[src/hw/rtl/tlcb_pkg.sv]
package tlcb_pkg;

   // Grid geometry
   localparam int NUM_BLOCKS      = 8;
   localparam int CORES_PER_BLOCK = 4;
   localparam int TOTAL_CORES     = NUM_BLOCKS * CORES_PER_BLOCK;

   // Field widths of the transactions
   localparam int CMD_W      = 1;
   localparam int BLOCK_ID_W = 3;
   localparam int CORE_ID_W  = 2;
   localparam int ARRIVED_W  = 6;

   // Internal index and counter widths
   localparam int BLK_IDX_W  = (NUM_BLOCKS > 1) ? $clog2(NUM_BLOCKS) : 1;
   localparam int CORE_IDX_W = (CORES_PER_BLOCK > 1) ? $clog2(CORES_PER_BLOCK) : 1;
   localparam int GBL_IDX_W  = (TOTAL_CORES > 1) ? $clog2(TOTAL_CORES) : 1;
   localparam int BCNT_W     = $clog2(CORES_PER_BLOCK + 1);
   localparam int GCNT_W     = $clog2(TOTAL_CORES + 1);

   // Decoupling queue between front and back
   localparam int QUEUE_DEPTH = 2;
   localparam int QPTR_W      = (QUEUE_DEPTH > 1) ? $clog2(QUEUE_DEPTH) : 1;
   localparam int QCNT_W      = $clog2(QUEUE_DEPTH + 1);

   // Scope codes
   localparam logic [CMD_W-1:0] SCOPE_BLOCK  = 1'b0;
   localparam logic [CMD_W-1:0] SCOPE_GLOBAL = 1'b1;

   typedef struct packed {
      logic [CMD_W-1:0]      cmd;
      logic [BLOCK_ID_W-1:0] block_id;
      logic [CORE_ID_W-1:0]  core_id;
   } req_type;

   typedef struct packed {
      logic [ARRIVED_W-1:0]  arrived_count;
      logic                  release_res;
      logic [CMD_W-1:0]      scope_echo;
      logic [BLOCK_ID_W-1:0] block_echo;
   } rsp_type;

   // Classified arrival, as handed from front to back
   typedef struct packed {
      logic [CMD_W-1:0]      scope;
      logic                  blk_ok;
      logic                  core_ok;
      logic [BLK_IDX_W-1:0]  blk_idx;
      logic [CORE_IDX_W-1:0] core_idx;
      logic [BLOCK_ID_W-1:0] block_id;
   } op_type;

   // Queue status seen by the front and back
   typedef struct packed {
      logic full;
      logic not_empty;
   } queue_status_type;

endpackage

[src/hw/rtl/tlcb_front.sv]
module tlcb_front import tlcb_pkg::*; (
   input  logic             req_valid,
   output logic             req_stall,
   input  req_type          req_data,
   input  queue_status_type q_status,
   output logic             push,
   output op_type           push_op
);

   logic blk_ok;
   logic core_ok;

   // Range-check the indexes of the arrival
   assign blk_ok  = int'(req_data.block_id) < NUM_BLOCKS;
   assign core_ok = int'(req_data.core_id) < CORES_PER_BLOCK;

   // Build the classified operation for the back part
   always_comb begin
      push_op          = '0;
      push_op.scope    = req_data.cmd;
      push_op.blk_ok   = blk_ok;
      push_op.core_ok  = core_ok;
      push_op.blk_idx  = BLK_IDX_W'(req_data.block_id);
      push_op.core_idx = CORE_IDX_W'(req_data.core_id);
      push_op.block_id = req_data.block_id;
   end

   // Hold requests while the queue is full
   assign req_stall = q_status.full;
   assign push      = req_valid && !q_status.full;

endmodule

[src/hw/rtl/tlcb_queue.sv]
module tlcb_queue import tlcb_pkg::*; (
   input  logic             clock,
   input  logic             reset,
   input  logic             push,
   input  op_type           push_op,
   input  logic             pop,
   output op_type           head_op,
   output queue_status_type status
);

   op_type              entries_ff [QUEUE_DEPTH];
   logic [QPTR_W-1:0]   wr_ptr_ff;
   logic [QPTR_W-1:0]   wr_ptr_in;
   logic [QPTR_W-1:0]   rd_ptr_ff;
   logic [QPTR_W-1:0]   rd_ptr_in;
   logic [QCNT_W-1:0]   count_ff;
   logic [QCNT_W-1:0]   count_in;

   assign head_op          = entries_ff[rd_ptr_ff];
   assign status.full      = count_ff == QCNT_W'(QUEUE_DEPTH);
   assign status.not_empty = count_ff != '0;

   // Advance pointers with wrap at the queue depth
   always_comb begin
      wr_ptr_in = wr_ptr_ff;
      rd_ptr_in = rd_ptr_ff;
      count_in  = count_ff;
      if (push) begin
         wr_ptr_in = (int'(wr_ptr_ff) == QUEUE_DEPTH - 1) ? '0 : wr_ptr_ff + 1'b1;
      end
      if (pop) begin
         rd_ptr_in = (int'(rd_ptr_ff) == QUEUE_DEPTH - 1) ? '0 : rd_ptr_ff + 1'b1;
      end
      if (push && !pop) begin
         count_in = count_ff + 1'b1;
      end else if (pop && !push) begin
         count_in = count_ff - 1'b1;
      end
   end

   always_ff @(posedge clock) begin
      if (reset) begin
         wr_ptr_ff <= '0;
         rd_ptr_ff <= '0;
         count_ff  <= '0;
      end else begin
         wr_ptr_ff <= wr_ptr_in;
         rd_ptr_ff <= rd_ptr_in;
         count_ff  <= count_in;
      end
   end

   // Store the pushed operation
   always_ff @(posedge clock) begin
      if (push) begin
         entries_ff[wr_ptr_ff] <= push_op;
      end
   end

endmodule

[src/hw/rtl/tlcb_back.sv]
module tlcb_back import tlcb_pkg::*; (
   input  logic             clock,
   input  logic             reset,
   input  queue_status_type q_status,
   input  op_type           head_op,
   output logic             pop,
   output logic             rsp_valid,
   input  logic             rsp_stall,
   output rsp_type          rsp_data
);

   logic [CORES_PER_BLOCK-1:0] blk_mask_ff [NUM_BLOCKS];
   logic [CORES_PER_BLOCK-1:0] blk_mask_cur;
   logic [CORES_PER_BLOCK-1:0] blk_mask_new;
   logic [CORES_PER_BLOCK-1:0] core_bit;
   logic [BCNT_W-1:0]          blk_cnt;
   logic                       blk_release;

   logic [TOTAL_CORES-1:0]     gbl_mask_ff;
   logic [GCNT_W-1:0]          gbl_cnt_ff;
   logic [GCNT_W-1:0]          gbl_cnt_in;
   logic [GBL_IDX_W-1:0]       gbl_idx;
   logic                       gbl_ok;
   logic                       gbl_release;

   logic                       rsp_valid_ff;
   logic                       rsp_valid_in;
   rsp_type                    rsp_data_ff;
   rsp_type                    rsp_data_in;

   // Take the queue head when the output register is free or being drained
   assign pop = q_status.not_empty && (!rsp_valid_ff || !rsp_stall);

   // Block scope: set the core bit and count the block mask
   always_comb begin
      core_bit = '0;
      if (head_op.core_ok) begin
         core_bit[head_op.core_idx] = 1'b1;
      end
      blk_mask_cur = blk_mask_ff[head_op.blk_idx];
      blk_mask_new = blk_mask_cur | core_bit;
      blk_cnt      = '0;
      for (int i = 0; i < CORES_PER_BLOCK; i++) begin
         blk_cnt = blk_cnt + BCNT_W'(blk_mask_new[i]);
      end
   end

   assign blk_release = head_op.blk_ok && head_op.core_ok
                        && (blk_cnt == BCNT_W'(CORES_PER_BLOCK));

   // Global scope: running count, grows only on a first arrival
   assign gbl_ok  = head_op.blk_ok && head_op.core_ok;
   assign gbl_idx = GBL_IDX_W'(int'(head_op.blk_idx) * CORES_PER_BLOCK
                               + int'(head_op.core_idx));

   always_comb begin
      gbl_cnt_in = gbl_cnt_ff;
      if (gbl_ok && !gbl_mask_ff[gbl_idx]) begin
         gbl_cnt_in = gbl_cnt_ff + 1'b1;
      end
   end

   assign gbl_release = gbl_ok && (gbl_cnt_in == GCNT_W'(TOTAL_CORES));

   // Assemble the result transaction
   always_comb begin
      rsp_data_in            = '0;
      rsp_data_in.scope_echo = head_op.scope;
      rsp_data_in.block_echo = head_op.block_id;
      if (head_op.scope == SCOPE_GLOBAL) begin
         rsp_data_in.arrived_count = ARRIVED_W'(gbl_cnt_in);
         rsp_data_in.release_res   = gbl_release;
      end else if (head_op.blk_ok) begin
         rsp_data_in.arrived_count = ARRIVED_W'(blk_cnt);
         rsp_data_in.release_res   = blk_release;
      end
   end

   // Output register: load on pop, drop once taken
   always_comb begin
      rsp_valid_in = rsp_valid_ff;
      if (pop) begin
         rsp_valid_in = 1'b1;
      end else if (!rsp_stall) begin
         rsp_valid_in = 1'b0;
      end
   end

   // Update arrival state
   always_ff @(posedge clock) begin
      if (reset) begin
         for (int b = 0; b < NUM_BLOCKS; b++) begin
            blk_mask_ff[b] <= '0;
         end
         gbl_mask_ff  <= '0;
         gbl_cnt_ff   <= '0;
         rsp_valid_ff <= 1'b0;
      end else begin
         rsp_valid_ff <= rsp_valid_in;
         if (pop && head_op.scope == SCOPE_BLOCK && head_op.blk_ok) begin
            blk_mask_ff[head_op.blk_idx] <= blk_release ? '0 : blk_mask_new;
         end
         if (pop && head_op.scope == SCOPE_GLOBAL && gbl_ok) begin
            if (gbl_release) begin
               gbl_mask_ff <= '0;
               gbl_cnt_ff  <= '0;
            end else begin
               gbl_mask_ff[gbl_idx] <= 1'b1;
               gbl_cnt_ff           <= gbl_cnt_in;
            end
         end
      end
   end

   always_ff @(posedge clock) begin
      if (pop) begin
         rsp_data_ff <= rsp_data_in;
      end
   end

   assign rsp_valid = rsp_valid_ff;
   assign rsp_data  = rsp_data_ff;

endmodule

[src/hw/rtl/two_level_core_barrier.sv]
// Channel   Direction  Handshake            Payload
// req_      in         req_valid/req_stall  req_type: cmd, block_id, core_id
// rsp_      out        rsp_valid/rsp_stall  rsp_type: arrived_count, release_res,
//                                           scope_echo, block_echo
//
// One arrival per cycle sustained while req_stall is low; a taken request is queued,
// then popped as its result is loaded into the output register feeding rsp_data.
// The mask update, bit count and full compare run combinationally in the back stage.
// Synchronous reset clears all block masks, the global mask and its count.
// A two-entry queue parts the front from the back: req_stall rises only when it
// is full; with back-to-back requests that is in the cycle after rsp_stall starts
// holding a valid result, and at most three transactions are held in all.
module two_level_core_barrier import tlcb_pkg::*; (
   input  logic    clock,
   input  logic    reset,
   input  logic    req_valid,
   output logic    req_stall,
   input  req_type req_data,
   output logic    rsp_valid,
   input  logic    rsp_stall,
   output rsp_type rsp_data
);

   queue_status_type q_status;
   logic             push;
   logic             pop;
   op_type           push_op;
   op_type           head_op;

   tlcb_front u_front (
      .req_valid (req_valid),
      .req_stall (req_stall),
      .req_data  (req_data),
      .q_status  (q_status),
      .push      (push),
      .push_op   (push_op)
   );

   tlcb_queue u_queue (
      .clock   (clock),
      .reset   (reset),
      .push    (push),
      .push_op (push_op),
      .pop     (pop),
      .head_op (head_op),
      .status  (q_status)
   );

   tlcb_back u_back (
      .clock     (clock),
      .reset     (reset),
      .q_status  (q_status),
      .head_op   (head_op),
      .pop       (pop),
      .rsp_valid (rsp_valid),
      .rsp_stall (rsp_stall),
      .rsp_data  (rsp_data)
   );

endmodule

[config.mk]
export PLATFORM = sky130hd
export DESIGN_NAME = two_level_core_barrier
export DESIGN_NICKNAME = d
export VERILOG_FILES = /design/src/hw/rtl/tlcb_pkg.sv /design/src/hw/rtl/tlcb_front.sv /design/src/hw/rtl/tlcb_queue.sv /design/src/hw/rtl/tlcb_back.sv /design/src/hw/rtl/two_level_core_barrier.sv
export SDC_FILE = /design/constraint.sdc
export NUM_CORES = 1
export LEC_CHECK = 0
export ABC_AREA = 1
export BUFFER_PORTS_ARGS = -buffer_cell sky130_fd_sc_hd__buf_2
export CORE_MARGIN = 10
export CORE_UTILIZATION = 55
export CTS_CLUSTER_DIAMETER = 80
export DETAILED_ROUTE_END_ITERATION = 8
export PLACE_DENSITY = 0.73
export SETUP_SLACK_MARGIN = 0.3
export SLEW_MARGIN = 20
export SYNTH_ARGS = -nofsm -noshare
export SYNTH_HDL_FRONTEND = slang
export SYNTH_SLANG_ARGS = --single-unit
[constraint.sdc]
create_clock -name clock -period 8.7 [get_ports clock]
set_clock_uncertainty 0.05 [all_clocks]
set_input_delay 0.435 -clock clock [delete_from_list [all_inputs] [get_ports clock]]
set_output_delay 0.435 -clock clock [all_outputs]
set_load 0.005 [all_outputs]
==> impl_metrics.tcl, run 1 <==
set metrics [dict create \
    vias_per_cell 5.37 \
    critPathBufInv 5 \
    drt_iter0_drc 249 \
    drv_cap 0 \
    min_period_ns 4.59 \
    fmax_mhz 218 \
    root_buffer "clkbuf_8" \
    n_antenna_cell 0 \
    grt_pass1_wl_um 17500 \
    yosysTopAreaCell "edfxtp_1" \
    worstSkewPairLatency_ns 0.38 \
    synthCells 543 \
    wl_per_cell_um 15.4 \
    slowest_delay_ns 0.70 \
    grt_overflow 0 \
    vdd_drop_max_v 0.000153 \
    layout.nets 578 \
    slew_violations 0 \
    hold_depth 1 \
    grt_pass1_vias 3637 \
    fillers 745 \
    die_w_um 115 \
    clk_path_buf_depth 2 \
    finalNonFillerCells 676 \
    setup_viol 0 \
    cts_tree "built" \
    period_share_pct 52.8 \
    path_clk_slew_ns 0.11 \
    antenna_found_initial 0 \
    io_buffers 22 \
    crit_chain "inv_2 > nand2_1 > o21ai_2 > nor3_2 > inv_1 > o22ai_1 > nor2_1 > o211ai_1 > o21ai_0 > ha_1 > inv_1 > fa_1 > inv_1 > ha_1 > nor3_1 > inv_1 > o21ai_1 > nor2_1" \
    ant_nets 0 \
    dp_hpwl_um 7370 \
    worstMarginPinSlew_ns 1.05 \
    grt_setup_unrepaired "false" \
    synthesis.area_um2 4950 \
    die_h_um 115 \
    rows 34 \
    layout_commonest_cell "nand2_1" \
    worstRegToRegCells 18 \
    crit_path_end_kind "flop" \
    synth-seq-cells 99 \
    cts-hold-fix-buffers 0 \
    syn2layout_area_growth_pct 6.77 \
    path_class "reg2reg" \
    dp.cells 660 \
    leakagePower_uw 0.00209 \
    required_ns 8.77 \
    gp_congestion 0.886 \
    grt_start_max_net_pins 33 \
    synth.area.top_cells "edfxtp_1, dfxtp_1, nand2_1" \
    layout_common_cells "nand2_1, inv_1, nor2_1, edfxtp_1, a21oi_1" \
    dr_total_vias 3631 \
    drt_first_pass_iters 8 \
    finalHoldViolations 0 \
    ctsResizeCount 0 \
    cts_buffers 9 \
    maxSlewHeadroom_pct 29.6 \
    io_pins 23 \
    initial_core_util_pct 56.8 \
    whs_ns 0.185 \
    syn_nets 558 \
    drive_gt1_share_pct 19.2 \
    cts_setup_buffers 0 \
    synth.distinct_cells 39 \
    status "complete, no violations" \
    ys_seq_area_share_pct 51.2 \
    synth.avg_cell_area_um2 9.12 \
    stdcell_area_um2 5290 \
    clock_sinks 99 \
    synth_top_cell_area_share_pct 33.4 \
    setup-tns-final_ns 0 \
    arrival_ns 4.66 \
    ys_warn_count 0 \
    p_per_area_nw_per_um2 339 \
    totalWireLength_um 10400 \
    crit_family "simple AND/OR/NAND/NOR gates" \
    hp-class "in2reg" \
    core-area_um2 8720 \
    worstSetupStartpointType "flop" \
    crit_path_max_fanout 11 \
    dpl_cell_area_um2 5070 \
    drc_errors 0 \
    grt_usage_pct 16.6 \
    slowest_stage "dfxtp_1" \
    worstSetupPathDepth 18 \
    path_common_cell "inv_1" \
    die_area_um2 13200 \
    cts_htree_levels 3 \
]
[kinds of logic after synthesis]
family	count (synthesis)	share of synthesized area, %
XOR/XNOR	4	0.708
buffers and inverters	84	7.94
AO/OA/AOI/OAI	79	9.35
adder cells (fa/ha/maj)	5	1.42
AND/OR/NAND/NOR	272	29.4
flip-flops	99	51.2
[routing by layer]
layer | up-vias | routed length, µm | GRT usage (%)
li1 | 1794 | - | -
met1 | 1723 | 4530 | 20.6
met2 | 101 | 5180 | 27.6
met3 | 13 | 551 | 3.91
met4 | 0 | 167 | 6.02
met5 | - | 0 | 0
[state kept, by name, summed over array words and instances (netlist names), named ones only]
register            count
u_back.blk_mask_ff     32
u_back.gbl_mask_ff     32
u_back.rsp_data        11
u_queue.wr_ptr_ff       1
u_back.rsp_valid        1
u_queue.entries_ff     12
u_queue.rd_ptr_ff       1
u_queue.count_ff        2
u_back.gbl_cnt_ff       6
[Yosys cell counts]
| master | n |
|---|---|
| nand2_2 | 10 |
| a22oi_1 | 2 |
| buf_2 | 3 |
| or2_2 | 1 |
| buf_12 | 3 |
| o2111ai_1 | 1 |
| nor3_2 | 4 |
| o22a_1 | 1 |
| nand3b_1 | 1 |
| nor2_2 | 3 |
| nand2_1 | 133 |
| edfxtp_1 | 55 |
| xor2_1 | 4 |
| a22o_1 | 1 |
| nor2_4 | 33 |
| dfxtp_1 | 44 |
| inv_4 | 1 |
| o21ai_1 | 2 |
| buf_6 | 3 |
| o211ai_1 | 2 |
| nor4_1 | 1 |
| nand3_1 | 15 |
| inv_1 | 67 |
| o21ai_4 | 3 |
| inv_2 | 3 |
| nor4b_1 | 1 |
| nor3_1 | 5 |
| o21ai_2 | 2 |
| o21ai_0 | 16 |
| a21oi_1 | 45 |
| nor3_4 | 4 |
| nand4_1 | 1 |
| nand4_2 | 1 |
| o22ai_1 | 4 |
| ha_1 | 4 |
| fa_1 | 1 |
| nor2_1 | 55 |
| nand2_4 | 4 |
| clkbuf_1 | 4 |
[cell type report]
| type | count | area, µm² | share of cell area, % |
|---|---|---|---|
| Clock buffer | 9 | 124 | 2.34 |
| Timing Repair Buffer | 22 | 110 | 2.08 |
| Tap cell | 108 | 135 | 2.56 |
| Sequential cell | 99 | 2530 | 47.9 |
| Multi-Input combinational cell | 360 | 2030 | 38.5 |
| Clock inverter | 7 | 80.1 | 1.52 |
| Inverter | 71 | 269 | 5.09 |
[through the flow]
stage                     setup slack (ns)  power (µW)  util, %
after floorplan                       5.22        1280        -
after global placement                4.41        1460     58.1
after detailed placement              4.15        1490     58.1
after CTS                             4.15        1790     60.5
after global routing                  3.56        1930     60.6
final                                 4.11        1790     60.6
[report_power, final]
group,leakage (µW),total (µW),internal (µW),switching (µW)
registers,0.000908,645,598,46.2
logic,0.00108,848,247,601
clock network,0.0000998,298,115,183
total,0.00209,1790,960,831
[worst paths after layout]
| path | from | to | slack [ns] |
|---|---|---|---|
| setup reg to reg | flop | u_back.blk_mask_ff[6][2] | 4.11 |
| hold reg to reg | u_back.gbl_cnt_ff[5] | u_back.gbl_cnt_ff[5] | 0.43 |
| setup / recovery | flop | u_back.blk_mask_ff[6][2] | 4.11 |
| hold / removal | req_data[1] | u_queue.entries_ff[0][4] | 0.18 |
No activity file was read; power rests on OpenSTA's default activity.
==> run 2, diff against run 1 <==
- PLACE_DENSITY: 0.73 -> 0.75
- clock period: 8.7 -> 4.02 ns (I/O delays scaled with it)
==> run 2 against run 1 <==
Compared with the run above: critical path depth is the same; setup slack got worse by 3.7 ns; wire length up 6.7%; largest power group unchanged; critical endpoint is now u_back.blk_mask_ff[7][2]; critical path type unchanged; die area did not move; power up 130%; combinational power is 150% higher; sequential share of layout area fell by 2.5 points.
==> impl_metrics.tcl, run 2 (synthesized netlist as in run 1, its figures left out) <==
set metrics [dict create \
    status "complete, no violations" \
    period_share_pct 88.8 \
    rows 34 \
    setup_viol 0 \
    grt_start_max_net_pins 18 \
    worstSkewPairLatency_ns 0.38 \
    worstSetupStartpointType "flop" \
    vias_per_cell 5.42 \
    cts_tree "built" \
    crit_path_end_kind "flop" \
    gp_congestion 0.949 \
    crit_path_max_fanout 10 \
    worstRegToRegCells 18 \
    fillers 708 \
    drv_cap 0 \
    drc_errors 0 \
    grt_usage_pct 17.4 \
    leakagePower_uw 0.00223 \
    p_int_uw 2270 \
    fin_ws_ns 0.449 \
    core-area_um2 8720 \
    cts_buffers 9 \
    swShare_pct 45.2 \
    drt_iter0_drc 385 \
    seq_power_share_pct 33.3 \
    clk_path_buf_depth 2 \
    finalHoldViolations 0 \
    layout_commonest_cell "nand2_1" \
    combPwrFrac_pct 51.0 \
    ant_nets 0 \
    path_common_cell "inv_1" \
    seq_area_um2 2530 \
    die_w_um 115 \
    root_buffer "clkbuf_8" \
    drive_gt1_share_pct 22.4 \
    grt_overflow 0 \
    hold_depth 2 \
    layout_common_cells "nand2_1, inv_1, nor2_1, edfxtp_1, a21oi_1" \
    required_ns 4.08 \
    crit_family "adder cells" \
    n_antenna_cell 0 \
    crit_chain "buf_6 > o21ai_4 > inv_4 > nor3_4 > inv_1 > o22ai_1 > nor2_1 > o211ai_1 > o21ai_1 > ha_1 > inv_1 > fa_1 > inv_1 > ha_1 > nor3_4 > inv_2 > o21ai_4 > nor2_1" \
    drt_first_pass_iters 6 \
    p_clk_share_pct 15.7 \
    reg_top3 "u_back.blk_mask_ff x32, u_back.gbl_mask_ff x32, u_queue.entries_ff x12" \
    regToRegSetupSlack_ns 0.45 \
    min_period_ns 3.57 \
    fmax_mhz 280 \
    antenna_found_initial 0 \
    grt_setup_unrepaired "false" \
    p_per_area_nw_per_um2 742 \
    cts_htree_levels 3 \
    io_buffers 22 \
    layout.nets 605 \
    worstMarginPinSlew_ns 1.11 \
    power.switching_uw 1870 \
    hp-start "reset" \
    setup-tns-final_ns 0 \
    slowest_stage "fa_1" \
    wl_per_cell_um 15.8 \
    maxSlewHeadroom_pct 25.4 \
    io_pins 23 \
    dr_total_vias 3807 \
    multi_input_area_um2 2090 \
    path_clk_slew_ns 0.11 \
    vdd_drop_max_v 0.000490 \
    grt_pass1_vias 3650 \
    regToRegEndpoint "u_back.blk_mask_ff[7][2]" \
    die_h_um 115 \
    initial_core_util_pct 56.8 \
    dp_hpwl_um 7860 \
    grt_pass1_wl_um 18300 \
    syn2layout_area_growth_pct 12.6 \
    min_to "u_back.gbl_cnt_ff[5]" \
    clock_sinks 99 \
    arrival_ns 3.63 \
    slew_violations 0 \
    critPathBufInv 6 \
    place_ws_ns 0.145 \
    hp-class "in2reg" \
    slowest_delay_ns 0.37 \
    totalWireLength_um 11100 \
    path_class "reg2reg" \
    die_area_um2 13200 \
]
run 2: cell types whose count changed in the layout (fill, tap and decap cells not counted), sizes merged:
cell / previous run / this run
buf: 22 / 43
bufinv: 0 / 1
clkbuf: 9 / 10
clkinv: 2 / 0
clkinvlp: 1 / 2
dlygate4sd3: 0 / 6
inv: 75 / 74
run 2: what timing repair did:
action / in CTS / in global routing
gates resized for setup: 2 / 13
hold endpoints to repair: 12 / 0
setup buffers: 0 / 7
pin swaps: 0 / 6
hold buffers: 6 / 0
endpoints found under the setup margin: 24 / 32
run 2: through the flow:
stage | total power [µW] | area, µm² | instances | utilization, % | hold slack (ns)
5_1_grt | 4430 | 5570 | 703 | 63.9 | 0.0665
3_3_place_gp | 3230 | 5190 | 674 | 59.5 | 0.340
6_report | 4140 | 5570 | 703 | 63.9 | 0.0499
2_1_floorplan | 2780 | 4950 | 543 | - | 0.250
3_5_place_dp | 3290 | 5190 | 674 | 59.5 | 0.345
4_1_cts | 3960 | 5460 | 696 | 62.6 | 0.0341
run 2: layout make-up:
cell class / count / area share, %
clock buffer: 10 / 2.29
clock inverter: 6 / 1.28
tap: 108 / 2.42
multi-input combinational: 360 / 37.6
sequential: 99 / 45.4
timing repair buffer: 49 / 6.17
inverter: 71 / 4.83
run 2: worst max path at each step:
stage / start / depth (start not counted) / slack, ns / endpoint
after floorplan: flop / 18 / 0.54 / u_back.blk_mask_ff[0][3]
after detailed placement: flop / 18 / 0.15 / u_back.blk_mask_ff[3][2]
after global placement: flop / 18 / 0.37 / u_back.blk_mask_ff[1][2]
after global routing: flop / 19 / 0.17 / u_back.blk_mask_ff[6][2]
after CTS: flop / 18 / 0.32 / u_back.blk_mask_ff[5][0]
final: flop / 18 / 0.45 / u_back.blk_mask_ff[7][2]
run 2: power groups by stage:
| stage | Combinational, µW | Clock [µW] | Sequential (µW) |
|---|---|---|---|
| 2_1_floorplan | 1390 | 0 | 1390 |
| 3_3_place_gp | 1840 | 0 | 1390 |
| 3_5_place_dp | 1890 | 0 | 1400 |
| 4_1_cts | 1930 | 659 | 1380 |
| 5_1_grt | 2330 | 700 | 1400 |
| 6_report | 2110 | 649 | 1380 |
run 2: metal layers:
| metal | up-vias | global-route usage (%) | part of all wire [%] |
|---|---|---|---|
| li1 | 1847 | - | - |
| met1 | 1771 | 22.2 | 42 |
| met2 | 158 | 28.0 | 48 |
| met3 | 31 | 2.86 | 7.4 |
| met4 | 0 | 8.33 | 2.8 |
| met5 | - | 0 | 0 |
